## src/ccsr_pkg.sv

```systemverilog
`default_nettype none

package ccsr_pkg;

  // Radius saturation bound and register reset values
  localparam int unsigned MaxRadius    = 32;
  localparam logic [5:0]  MAX_RADIUS   = 6'(MaxRadius);
  localparam logic [11:0] RESET_WIDTH  = 12'd480;
  localparam logic [11:0] RESET_HEIGHT = 12'd320;
  localparam logic [11:0] RESET_PITCH  = 12'd480;

  // Configuration register indexes
  typedef enum logic [1:0] {
    REG_SCREEN_WIDTH  = 2'd0,
    REG_SCREEN_HEIGHT = 2'd1,
    REG_LINE_PITCH    = 2'd2
  } cfg_reg_t;

  // One circle
  typedef struct packed {
    logic signed [11:0] center_x;
    logic signed [11:0] center_y;
    logic        [5:0]  radius;
    logic        [31:0] fill_color;
  } in_item_t;

  // One span
  typedef struct packed {
    logic signed [12:0] span_row;
    logic        [11:0] span_x;
    logic        [6:0]  span_len;
    logic        [23:0] word_offset;
    logic        [31:0] span_color;
    logic               span_last;
  } out_item_t;

  // Configuration register file contents
  typedef struct packed {
    logic [11:0] screen_width;
    logic [11:0] screen_height;
    logic [11:0] line_pitch;
  } cfg_regs_t;

  // Controller to datapath
  typedef struct packed {
    logic load;
    logic step;
  } ctrl_cmd_t;

  // Datapath to controller
  typedef struct packed {
    logic settled;
    logic last_row;
    logic pipe_empty;
  } dp_status_t;

  // Controller states
  typedef enum logic [1:0] {
    ST_IDLE,
    ST_RUN,
    ST_DRAIN
  } ctrl_state_t;

endpackage

`default_nettype wire

```

## src/ccsr_cfg_regs.sv

```systemverilog
`default_nettype none

module ccsr_cfg_regs (
  input  wire logic                clk,
  input  wire logic                rst_n,
  input  wire logic                cfg_valid,
  output logic                     cfg_ready,
  input  wire logic [1:0]          cfg_index,
  input  wire logic [11:0]         cfg_wdata,
  output ccsr_pkg::cfg_regs_t      regs
);
  import ccsr_pkg::*;

  cfg_regs_t regs_r, regs_nxt;

  // Always able to take a transfer
  assign cfg_ready = 1'b1;

  // Register write decode; unknown indexes are dropped
  always_comb begin
    regs_nxt = regs_r;
    if (cfg_valid) begin
      case (cfg_reg_t'(cfg_index))
        REG_SCREEN_WIDTH:  regs_nxt.screen_width  = cfg_wdata;
        REG_SCREEN_HEIGHT: regs_nxt.screen_height = cfg_wdata;
        REG_LINE_PITCH:    regs_nxt.line_pitch    = cfg_wdata;
        default:           regs_nxt = regs_r;
      endcase
    end
  end

  always_ff @(posedge clk) begin
    if (!rst_n) begin
      regs_r.screen_width  <= RESET_WIDTH;
      regs_r.screen_height <= RESET_HEIGHT;
      regs_r.line_pitch    <= RESET_PITCH;
    end else begin
      regs_r <= regs_nxt;
    end
  end

  assign regs = regs_r;

endmodule

`default_nettype wire

```

## src/ccsr_ctrl.sv

```systemverilog
`default_nettype none

module ccsr_ctrl (
  input  wire logic                clk,
  input  wire logic                rst_n,
  input  wire logic                start,
  output logic                     busy,
  input  wire ccsr_pkg::dp_status_t status,
  output ccsr_pkg::ctrl_cmd_t      cmd
);
  import ccsr_pkg::*;

  ctrl_state_t state_r, state_nxt;

  // Next state
  always_comb begin
    state_nxt = state_r;
    case (state_r)
      ST_IDLE:  if (start) state_nxt = ST_RUN;
      ST_RUN:   if (status.settled && status.last_row) state_nxt = ST_DRAIN;
      ST_DRAIN: if (status.pipe_empty) state_nxt = ST_IDLE;
      default:  state_nxt = ST_IDLE;
    endcase
  end

  // Outputs
  always_comb begin
    cmd  = '0;
    busy = 1'b1;
    case (state_r)
      ST_IDLE: begin
        busy     = 1'b0;
        cmd.load = start;
      end
      ST_RUN:   cmd.step = 1'b1;
      ST_DRAIN: cmd = '0;
      default:  busy = 1'b1;
    endcase
  end

  always_ff @(posedge clk) begin
    if (!rst_n) begin
      state_r <= ST_IDLE;
    end else begin
      state_r <= state_nxt;
    end
  end

endmodule

`default_nettype wire

```

## src/ccsr_datapath.sv

```systemverilog
`default_nettype none

module ccsr_datapath (
  input  wire logic                 clk,
  input  wire logic                 rst_n,
  input  wire ccsr_pkg::ctrl_cmd_t  cmd,
  input  wire ccsr_pkg::in_item_t   in_item,
  input  wire ccsr_pkg::cfg_regs_t  regs,
  output ccsr_pkg::dp_status_t      status,
  output logic                      out_strobe,
  output ccsr_pkg::out_item_t       out_item
);
  import ccsr_pkg::*;

  // Held circle
  logic signed [11:0] cx_r, cy_r;
  logic        [5:0]  rad_r;
  logic        [31:0] color_r;
  logic        [5:0]  last_idx_r;

  // Row walker and half-width tracker: v = r*r - (r-i)^2, sq = h*h
  logic        [5:0]  idx_r, idx_nxt;
  logic        [10:0] v_r, v_nxt;
  logic signed [6:0]  dv_r, dv_nxt;
  logic        [5:0]  h_r, h_nxt;
  logic        [10:0] sq_r, sq_nxt;

  // Clip stage
  logic               a_valid_r;
  logic signed [12:0] a_row_r;
  logic        [11:0] a_x_r;
  logic        [6:0]  a_len_r;
  logic               a_pos_r;
  logic               a_last_r;

  // Output stage
  logic               out_strobe_r;
  out_item_t          out_r;

  logic        [5:0]  rad_sat;
  logic        [11:0] sq_up;
  logic               go_up, go_down, settled, emit;
  logic signed [11:0] v_sum;

  logic signed [13:0] row_s, xofs, len0, x1, len1, len2;
  logic               row_ok, pos;
  logic        [23:0] prod;

  // Saturate radius on load
  assign rad_sat = (in_item.radius > MAX_RADIUS) ? MAX_RADIUS : in_item.radius;

  // Half-width moves one step a cycle until h*h <= v < (h+1)^2
  assign sq_up   = {1'b0, sq_r} + {5'b0, h_r, 1'b0} + 12'd1;
  assign go_up   = sq_up <= {1'b0, v_r};
  assign go_down = sq_r > v_r;
  assign settled = !go_up && !go_down;
  assign emit    = cmd.step && settled;
  assign v_sum   = $signed({1'b0, v_r}) + 12'(dv_r);

  always_comb begin
    idx_nxt = idx_r;
    v_nxt   = v_r;
    dv_nxt  = dv_r;
    h_nxt   = h_r;
    sq_nxt  = sq_r;
    if (cmd.load) begin
      idx_nxt = '0;
      v_nxt   = '0;
      dv_nxt  = 7'($signed({1'b0, rad_sat, 1'b0}) - 8'sd1);
      h_nxt   = '0;
      sq_nxt  = '0;
    end else if (cmd.step) begin
      if (go_up) begin
        h_nxt  = h_r + 6'd1;
        sq_nxt = sq_up[10:0];
      end else if (go_down) begin
        h_nxt  = h_r - 6'd1;
        sq_nxt = sq_r - {4'b0, h_r, 1'b0} + 11'd1;
      end else begin
        idx_nxt = idx_r + 6'd1;
        v_nxt   = v_sum[10:0];
        dv_nxt  = dv_r - 7'sd2;
      end
    end
  end

  always_ff @(posedge clk) begin
    if (cmd.load) begin
      cx_r       <= in_item.center_x;
      cy_r       <= in_item.center_y;
      rad_r      <= rad_sat;
      color_r    <= in_item.fill_color;
      last_idx_r <= (rad_sat == 6'd0) ? 6'd0 : 6'({rad_sat, 1'b0} - 7'd1);
    end
    idx_r <= idx_nxt;
    v_r   <= v_nxt;
    dv_r  <= dv_nxt;
    h_r   <= h_nxt;
    sq_r  <= sq_nxt;
  end

  // Vertical and horizontal clipping of the current row
  always_comb begin
    row_s  = {{2{cy_r[11]}}, cy_r} - $signed({8'b0, rad_r}) + $signed({8'b0, idx_r});
    row_ok = !row_s[13] && (row_s < $signed({2'b0, regs.screen_height}));
    xofs   = {{2{cx_r[11]}}, cx_r} - $signed({8'b0, h_r});
    len0   = $signed({7'b0, h_r, 1'b0});
    if (xofs[13]) begin
      x1   = '0;
      len1 = len0 + xofs;
    end else begin
      x1   = xofs;
      len1 = len0;
    end
    if ((x1 + len1) >= $signed({2'b0, regs.screen_width})) begin
      len2 = $signed({2'b0, regs.screen_width}) - x1;
    end else begin
      len2 = len1;
    end
    pos = row_ok && !len2[13] && (len2 != 14'sd0);
  end

  always_ff @(posedge clk) begin
    if (!rst_n) begin
      a_valid_r <= 1'b0;
    end else begin
      a_valid_r <= emit;
    end
  end

  always_ff @(posedge clk) begin
    if (emit) begin
      a_row_r  <= row_s[12:0];
      a_x_r    <= pos ? x1[11:0] : 12'd0;
      a_len_r  <= pos ? len2[6:0] : 7'd0;
      a_pos_r  <= pos;
      a_last_r <= (idx_r == last_idx_r);
    end
  end

  // Frame buffer word offset
  assign prod = {12'b0, a_row_r[11:0]} * {12'b0, regs.line_pitch};

  always_ff @(posedge clk) begin
    if (!rst_n) begin
      out_strobe_r <= 1'b0;
    end else begin
      out_strobe_r <= a_valid_r;
    end
  end

  always_ff @(posedge clk) begin
    if (a_valid_r) begin
      out_r.span_row    <= a_row_r;
      out_r.span_x      <= a_x_r;
      out_r.span_len    <= a_len_r;
      out_r.word_offset <= a_pos_r ? (prod + {12'b0, a_x_r}) : 24'd0;
      out_r.span_color  <= color_r;
      out_r.span_last   <= a_last_r;
    end
  end

  assign out_strobe        = out_strobe_r;
  assign out_item          = out_r;
  assign status.settled    = settled;
  assign status.last_row   = (idx_r == last_idx_r);
  assign status.pipe_empty = !a_valid_r && !out_strobe_r;

endmodule

`default_nettype wire

```

## src/clipped_circle_span_rasterizer.sv

```systemverilog
// Channel   Ports                                   Transfer
// -------   -------------------------------------   -----------------------------
// in        start, busy, in_item                    start high while busy low
// out       out_strobe, out_item                    out_strobe high, one cycle
// cfg       cfg_valid, cfg_ready, cfg_index,        cfg_valid and cfg_ready high
//           cfg_wdata
//
// A circle of radius r gives max(2r,1) spans. For r > 0 busy is high through the
// 2r spans, the steps of the half-width tracker up to r and back down, and the
// drain of the clip and output stages. A zero radius also keeps busy high
// through its one span and the drain; the next circle can transfer in the first
// cycle that busy is low, after the last span has left.
// Synchronous active-low reset; registers come back at 480 / 320 / 480.
// Spans cannot be stalled; out_strobe marks each for exactly one cycle.
`default_nettype none

module clipped_circle_span_rasterizer (
  input  wire logic                clk,
  input  wire logic                rst_n,
  input  wire logic                start,
  output logic                     busy,
  input  wire ccsr_pkg::in_item_t  in_item,
  output logic                     out_strobe,
  output ccsr_pkg::out_item_t      out_item,
  input  wire logic                cfg_valid,
  output logic                     cfg_ready,
  input  wire logic [1:0]          cfg_index,
  input  wire logic [11:0]         cfg_wdata
);
  import ccsr_pkg::*;

  cfg_regs_t  regs;
  ctrl_cmd_t  cmd;
  dp_status_t status;

  ccsr_cfg_regs u_cfg (
    .clk       (clk),
    .rst_n     (rst_n),
    .cfg_valid (cfg_valid),
    .cfg_ready (cfg_ready),
    .cfg_index (cfg_index),
    .cfg_wdata (cfg_wdata),
    .regs      (regs)
  );

  ccsr_ctrl u_ctrl (
    .clk    (clk),
    .rst_n  (rst_n),
    .start  (start),
    .busy   (busy),
    .status (status),
    .cmd    (cmd)
  );

  ccsr_datapath u_dp (
    .clk        (clk),
    .rst_n      (rst_n),
    .cmd        (cmd),
    .in_item    (in_item),
    .regs       (regs),
    .status     (status),
    .out_strobe (out_strobe),
    .out_item   (out_item)
  );

endmodule

`default_nettype wire

```

## config.mk

```make
export PLATFORM = sky130hd
export DESIGN_NAME = clipped_circle_span_rasterizer
export DESIGN_NICKNAME = d
export VERILOG_FILES = /design/src/ccsr_pkg.sv /design/src/ccsr_cfg_regs.sv /design/src/ccsr_ctrl.sv /design/src/ccsr_datapath.sv /design/src/clipped_circle_span_rasterizer.sv
export SDC_FILE = /design/constraint.sdc
export NUM_CORES = 1
export LEC_CHECK = 0
export ABC_AREA = 0
export BUFFER_PORTS_ARGS = -buffer_cell sky130_fd_sc_hd__buf_2
export CELL_PAD_IN_SITES_DETAIL_PLACEMENT = 1
export CELL_PAD_IN_SITES_GLOBAL_PLACEMENT = 2
export CORE_MARGIN = 5
export CORE_UTILIZATION = 40
export DETAILED_ROUTE_END_ITERATION = 7
export GPL_ROUTABILITY_DRIVEN = 0
export GPL_TIMING_DRIVEN = 0
export PLACE_DENSITY = 0.85
export SYNTH_ARGS = -nofsm -noshare
export SYNTH_HDL_FRONTEND = slang
export SYNTH_SLANG_ARGS = --single-unit
```

## constraint.sdc

```tcl
create_clock -name clk -period 8.3 [get_ports clk]
set_clock_uncertainty 0.15 [all_clocks]
set_input_delay 0.415 -clock clk [delete_from_list [all_inputs] [get_ports clk]]
set_output_delay 0.415 -clock clk [all_outputs]
set_load 0.05 [all_outputs]
```

# ---- Yosys cells after proc, flatten, opt, wreduce, memory -nomap -nowiden
# Index checks and enable logic that the tools add are counted.
dict set report totals {
  word_cells 108
  register_bits 272
  inputBits 80
  output_inout_bits 92
}
dict set report op_classes {
  multipliers 1
  addsub 18
  n_reduce_logical 26
  n_eq_ne 10
  bitwise 2
  n_lt_le_gt_ge 5
  muxes 19
}
# cell n
set ops {}
lappend ops {{14-bit 2-to-1 mux} 2}
lappend ops {{7-bit 2-to-1 mux} 4}
lappend ops {{12-bit by 7-bit subtractor with 13-bit output} 2}
lappend ops {{24-bit by 12-bit adder with 24-bit output} 1}
lappend ops {{12-bit by 12-bit multiplier with 24-bit output} 1}
lappend ops {{11-bit 2-to-1 mux} 2}
lappend ops {{6-bit 2-to-1 mux} 3}
lappend ops {{14-bit adder} 1}
lappend ops {{14-bit by 6-bit adder with 14-bit output} 1}
lappend ops {{8-bit by 14-bit adder with 14-bit output} 1}
lappend ops {{14-bit by 13-bit greater-or-equal comparator with 1-bit output} 1}
lappend ops {{14-bit by 13-bit less-than comparator with 1-bit output} 1}
lappend ops {{14-bit nonzero test} 1}
lappend ops {{12-bit by 13-bit subtractor with 14-bit output} 1}
lappend ops {{13-bit 2-to-1 mux} 1}
lappend ops {{11-bit by 7-bit adder with 12-bit output} 1}
lappend ops {{12-bit by 1-bit adder with 12-bit output (second input constant)} 1}
lappend ops {{6-bit by 1-bit adder with 6-bit output (second input constant)} 2}
lappend ops {{12-bit by 11-bit <= comparator with 1-bit output} 1}
lappend ops {{6-bit by 1-bit subtractor with 6-bit output (second input constant)} 2}
lappend ops {{11-bit by 1-bit adder with 11-bit output (second input constant)} 1}
lappend ops {{11-bit by 7-bit adder with 11-bit output} 1}
lappend ops {{11-bit > comparator} 1}
lappend ops {{11-bit by 7-bit subtractor with 11-bit output} 1}
lappend ops {{19 further kinds} 47}

# ---- Depth between registers and ports, before layout
dict set report logic_depth {
  word_depth 9
  ltp_mapped 31
  mapped_depth_nobuf 30
}

# ---- Modules after synthesis
# Synthesis repeated with hierarchy kept, for this count alone.
dict set report unflattened {
  cells_unflattened 1894
  hier_area_um2 19592.5
}
# mod n_inst cells_each area_each_um2 seq_area_each_um2
set modules_own_cells {}
lappend modules_own_cells {ccsr_datapath 1 1742 18063.6 6636.4}
lappend modules_own_cells {ccsr_cfg_regs 1 139 1412.6 720.7}
lappend modules_own_cells {ccsr_ctrl 1 13 116.4 40.0}

# ---- Worst setup path before layout
# Ideal clock, no wire load.
dict set report synth_path {
  path_kind {reg2reg}
  from {register u_dp.h_r[0]}
  to {register u_dp.a_len_r[6], data pin}
  setup_ps 256
  n_path_buf 2
  arrival_ps 5649
  path_slack_ps 2245
  required_ps 7894
  synth_period_minus_slack_ps 6055
  path_stages_with_launch 30
  path_cell_list {dfxtp_1 -> ha_1 -> inv_1 -> fa_1 -> a21oi_2 -> a2bb2oi_2 -> a21oi_1 -> buf_6 -> clkbuf_1 -> nand2_1 -> inv_1 -> ha_1 -> a21oi_1 -> o21bai_1 -> a21oi_1 -> o21bai_1 -> a21oi_1 -> o21bai_1 -> nor3_1 -> a21oi_1 -> xnor2_1 -> ha_1 -> nor4_1 -> o211ai_1 -> a31oi_1 -> a32oi_1 -> a31oi_1 -> a21o_1 -> nor2_2 -> a41o_1}
}
dict set report synth_via {
  word_cells_on_any_way 12
  classes_between {4 x add/sub; 1 x order compare; 3 x mux; 4 x reduce/logical}
}
# element line
set synth_lines {}
lappend synth_lines {{start: declaration} ccsr_datapath.sv:25} ;# logic [5:0] h_r, h_nxt;
lappend synth_lines {{start signal: assignment} ccsr_datapath.sv:98} ;# h_r <= h_nxt;
lappend synth_lines {{12-bit by 7-bit subtractor with 13-bit output (*)} ccsr_datapath.sv:106} ;# xofs = {{2{cx_r[11]}}, cx_r} - $signed({8'b0, h_r});
lappend synth_lines {{13-bit 2-to-1 mux (*)} ccsr_datapath.sv:108} ;# if (xofs[13]) begin
lappend synth_lines {{net u_dp.x1[2]} ccsr_datapath.sv:45} ;# logic signed [13:0] row_s, xofs, len0, x1, len1, len2;
lappend synth_lines {{14-bit adder} ccsr_datapath.sv:115} ;# if ((x1 + len1) >= $signed({2'b0, regs.screen_width})) begin
lappend synth_lines {{14-bit by 13-bit greater-or-equal comparator with 1-bit output} ccsr_datapath.sv:115}
lappend synth_lines {{14-bit 2-to-1 mux (*)} ccsr_datapath.sv:115}
lappend synth_lines {{branches (longest 3 deep; another with 14-bit nonzero test)} n/a}
lappend synth_lines {{end signal: assignment} ccsr_datapath.sv:135} ;# a_len_r <= pos ? len2[6:0] : 7'd0;
lappend synth_lines {{end: declaration} ccsr_datapath.sv:32} ;# logic [6:0] a_len_r;
# Mark *: on every way through the listed nets, which the timed path passes.
# A chain may end at the register's enable or synchronous reset.

# ---- Worst setup path in the final report
dict set report layout_path {
  from {register u_dp.h_r[0]}
  to {register u_dp.a_len_r[6], data pin}
}
dict set report layout_via {
  elab_chain_len 9
  word_cells_on_any_way 12
  classes_between {4 x add/sub; 1 x order compare; 3 x mux; 4 x reduce/logical}
}
# element line
set layout_rtl {}
lappend layout_rtl {{12-bit by 7-bit subtractor with 13-bit output} ccsr_datapath.sv:106}
lappend layout_rtl {{8-bit by 14-bit adder with 14-bit output} ccsr_datapath.sv:110} ;# len1 = len0 + xofs;
lappend layout_rtl {{14-bit 2-to-1 mux} ccsr_datapath.sv:108}
lappend layout_rtl {{14-bit adder} ccsr_datapath.sv:115}
lappend layout_rtl {{14-bit by 13-bit greater-or-equal comparator with 1-bit output} ccsr_datapath.sv:115}
lappend layout_rtl {{14-bit 2-to-1 mux (*)} ccsr_datapath.sv:115}
lappend layout_rtl {{branches (longest 3 deep; another with 14-bit nonzero test)} n/a}
# Every way passes the cells marked *.

==> flow_metrics.env <==
export IMPL_status="complete, no violations"
export IMPL_worst_pin_slew_ns=0.9679
export IMPL_fin_nets=2586
export IMPL_path_delay_family="compound AO/OA/AOI/OAI gates"
export IMPL_ys_ff_latch=271
export IMPL_ir_worst_vdd_mv=0.3520
export IMPL_worst_setup_path_end_kind="flip-flop"
export IMPL_reg2reg_slack_ns=0.83
export IMPL_areaGrowthSynthToFinish_pct=17.64
export IMPL_synthMuxAreaShare_pct=1.448
export IMPL_grt_pass1_wl_um=85590
export IMPL_relSlewSlack_pct=35.48
export IMPL_synth_xor_area_share_pct=4.821
export IMPL_drc=0
export IMPL_row_count=81
export IMPL_crit_type="reg2reg"
export IMPL_cp_slowest_stage_delay_ns=0.61
export IMPL_leakagePower_nw=10.11
export IMPL_internal_power_mw=5.775
export IMPL_viasPerCell=5.092
export IMPL_ys_seq_area_share_pct=37.55
export IMPL_ys_warn_count=0
export IMPL_slew_violations=0
export IMPL_cts_sinks=271
export IMPL_power_switching_mw=5.010
export IMPL_required_ns=8.45
export IMPL_r2r_start="u_dp.h_r[0]"
export IMPL_wl_met1_um=22250
export IMPL_postRouteAntennaNets=0
export IMPL_crit_fanout=10
export IMPL_portBuffers=170
export IMPL_final_hold_violation_count=0
export IMPL_ios=172
export IMPL_rsz0062_at_grt="no"
export IMPL_die_w_um=231.9
export IMPL_period_minus_slack_ns=7.466
export IMPL_timing_final_crit_share_pct=89.95
export IMPL_core_um2=48850
export IMPL_cp_arrival_ns=7.61
export IMPL_synth_compound_area_share_pct=12.05
export IMPL_routed_wl_um=53420
export IMPL_fillCellCount=5530
export IMPL_p_seq_share_pct=20.0
export IMPL_route_met2_wl_um=27380
export IMPL_grtUsageTotal_pct=19.85
export IMPL_worst_path_stages=27
export IMPL_netlist_instances=1918
export IMPL_initial_utilization_pct=40.33
export IMPL_fmax_mhz=133.9
export IMPL_netlist_area_um2=19700
export IMPL_sw_frac_of_total_pct=46.46
export IMPL_startpoint_type="flip-flop"
export IMPL_combPwrFrac_pct=66.0
export IMPL_powerDensity_nw_per_um2=465.4
export IMPL_min_path_type="in2reg"
export IMPL_crit_top_cell="a21oi_1"
export IMPL_drive_gt1_share_pct=12.71
export IMPL_maxCapViolCount=0
export IMPL_cts_root_buf="clkbuf_16"
export IMPL_crit_buf_inv=1
export IMPL_h_tree_depth=2
export IMPL_wl_per_cell_um=18.58
export IMPL_yosys_most_used_dff="edfxtp_1"
export IMPL_synth_top_family_by_area="adder cells"
export IMPL_clkPwrFrac_pct=14.0
export IMPL_wl_met3_um=2442
export IMPL_top_layer_used="met5"
export IMPL_grt_max_degree=57
export IMPL_cts_buffers=34
export IMPL_grt_antenna_before_repair=3
export IMPL_avgSynthCellArea_um2=10.27
export IMPL_grt_overflow=0
export IMPL_die_h_um=231.9
export IMPL_clk_pin_slew_ns=0.07
export IMPL_drt_initial_drc_count=451
export IMPL_first_global_vias=16070
export IMPL_firstDrtPassIters=4
export IMPL_fin_util_pct=47.44
export IMPL_insertion_delay_ns=0.56
export IMPL_setup_viol=0
export IMPL_dr_total_vias=14645
export IMPL_r2r_cells=27
export IMPL_clock_path_buffers=3
export IMPL_synth_edff_count=197
export IMPL_yosys_area_share_simple_pct=13.32
export IMPL_fin_setup_tns_ns=0
export IMPL_endpoint="u_dp.a_len_r[6]"
export IMPL_dieArea_um2=53780
export IMPL_hpwl_um=41790
export IMPL_ys_types=92
export IMPL_synth_async_sr_flop_share_pct=0
export IMPL_synthAdderAreaFrac_pct=24.94
export IMPL_startpoint="u_dp.h_r[0]"
export IMPL_crit_slowest_cell="dfxtp_1"
export IMPL_cts_tree="built"
export IMPL_r2r_end="u_dp.a_len_r[6]"
==> kinds of logic after synthesis <==
group,after synthesis
simple gates,544
compound gates,350
fa+ha+maj,320
other cells,1
mux,28
flops,271
buf+inv,298
xor+xnor,106
==> power by group through the flow <==
stage / sequential, mW / combinational (mW) / clock, mW
final: 2.16 / 7.12 / 1.51
after global routing: 2.19 / 8.02 / 1.62
after CTS: 2.16 / 7.18 / 1.55
after detailed placement: 2.19 / 7.10 / 0
after global placement: 2.23 / 6.72 / 0
after floorplan: 2.46 / 5.10 / 0
==> through the flow <==
stage	setup slack [ns]	instances	cell area, um2	hold WS (ns)	power (mW)
2_1_floorplan	2.245	1919	19700	0.2503	7.559
3_3_place_gp	1.100	2753	21380	0.2502	8.952
3_5_place_dp	0.9032	2756	21470	0.2552	9.289
4_1_cts	0.8446	2875	23170	0.001108	10.89
5_1_grt	0.3541	2875	23170	0.01513	11.83
6_report	0.8337	2876	23170	0.02411	10.79
==> worst min path at each step <==
| stage | start | end | slack [ns] | depth (start not counted) |
|---|---|---|---|---|
| after floorplan | u_dp.a_last_r | u_dp.out_item[0] | 0.25 | 0 |
| after global placement | u_dp.color_r[0] | u_dp.out_item[1] | 0.25 | 0 |
| after detailed placement | u_dp.a_len_r[2] | u_dp.out_item[59] | 0.26 | 0 |
| after CTS | cfg_wdata[11] | u_cfg.regs[11] | 0.001 | 3 |
| after global routing | cfg_wdata[7] | u_cfg.regs[19] | 0.02 | 3 |
| final | cfg_wdata[8] | u_cfg.regs[8] | 0.02 | 3 |
==> cell usage in the layout (no fill, tap or decap), drive strengths merged, types with 72 or more instances in the layout <==
master,n
a21oi,120
buf,184
clkbuf,87
edfxtp,197
nor2,88
xnor2,72
dfxtp,74
fa,121
inv,246
nand2,238
ha,199
==> layout make-up <==
cell class | count | area (um2) | share of cell area [%]
clock inverters | 17 | 187.7 | 0.8098
multi-input cells | 1350 | 11150 | 48.12
flip-flops and latches | 271 | 7401 | 31.94
clock buffers | 44 | 929.6 | 4.011
well taps | 664 | 830.8 | 3.585
plain buffers | 54 | 241.5 | 1.042
repair buffers | 231 | 1514 | 6.533
diodes | 1 | 2.502 | 0.01080
inverters | 244 | 915.9 | 3.952
==> worst reg2reg max path, cell delays in order, from the launching register on <==
cell      delay, ns
dfxtp_1        0.61
ha_1           0.27
inv_1          0.06
fa_1           0.41
xor2_1         0.42
ha_1           0.34
a21o_1         0.19
a21oi_1        0.20
xnor2_1        0.16
nor2_2         0.04
a21oi_1        0.42
ha_1           0.37
a21oi_1        0.21
o21bai_1       0.10
a21oi_1        0.25
o21bai_1       0.19
nor3_1         0.22
a21oi_1        0.07
xnor2_1        0.19
ha_1           0.25
nor4_1         0.28
o211ai_1       0.14
a31oi_1        0.54
a32oi_1        0.20
a31oi_1        0.30
a21o_1         0.27
nor2_2         0.11
a41o_1         0.26
==> layer usage <==
layer | GRT usage [%] | vias to the layer above
met3 | 3.705 | 77
li1 | - | 7092
met5 | 0 | -
met2 | 36.38 | 242
met1 | 24.01 | 7232
met4 | 5.096 | 2
==> what timing repair did <==
item / in CTS / in global routing
endpoints found under the hold margin: 58 / 0
hold buffers: 58 / 0
endpoints found under the setup margin: 0 / 0
resized for setup: 0 / 0
buffers inserted: 0 / 0
==> registers in the layout (all words and copies together) (netlist names), 7 cells and up <==
signal and cells:
u_dp.out_item 89, u_dp.sq_r 11, u_dp.v_r 11, u_dp.cx_r 12
u_dp.color_r 32, u_dp.cy_r 12, u_dp.a_row_r 13, u_dp.a_x_r 12
u_cfg.regs 36, u_dp.a_len_r 7
==> cell usage after synthesis, types with 23 or more instances <==
master,number,share of area (%)
a21o_1,23,0.88
a21oi_1,107,2.7
and2_1,69,2.2
clkbuf_1,43,0.82
dfxtp_1,74,7.5
edfxtp_1,197,30
fa_1,121,12
ha_1,199,13
inv_1,243,4.6
mux2i_1,27,1.4
nand2_1,237,4.5
nor2_1,85,1.6
nor3_1,26,0.66
o21ai_0,49,1.2
xnor2_1,71,3.2
xor2_1,33,1.5
Note: power is estimated with default switching activity, not from simulation.
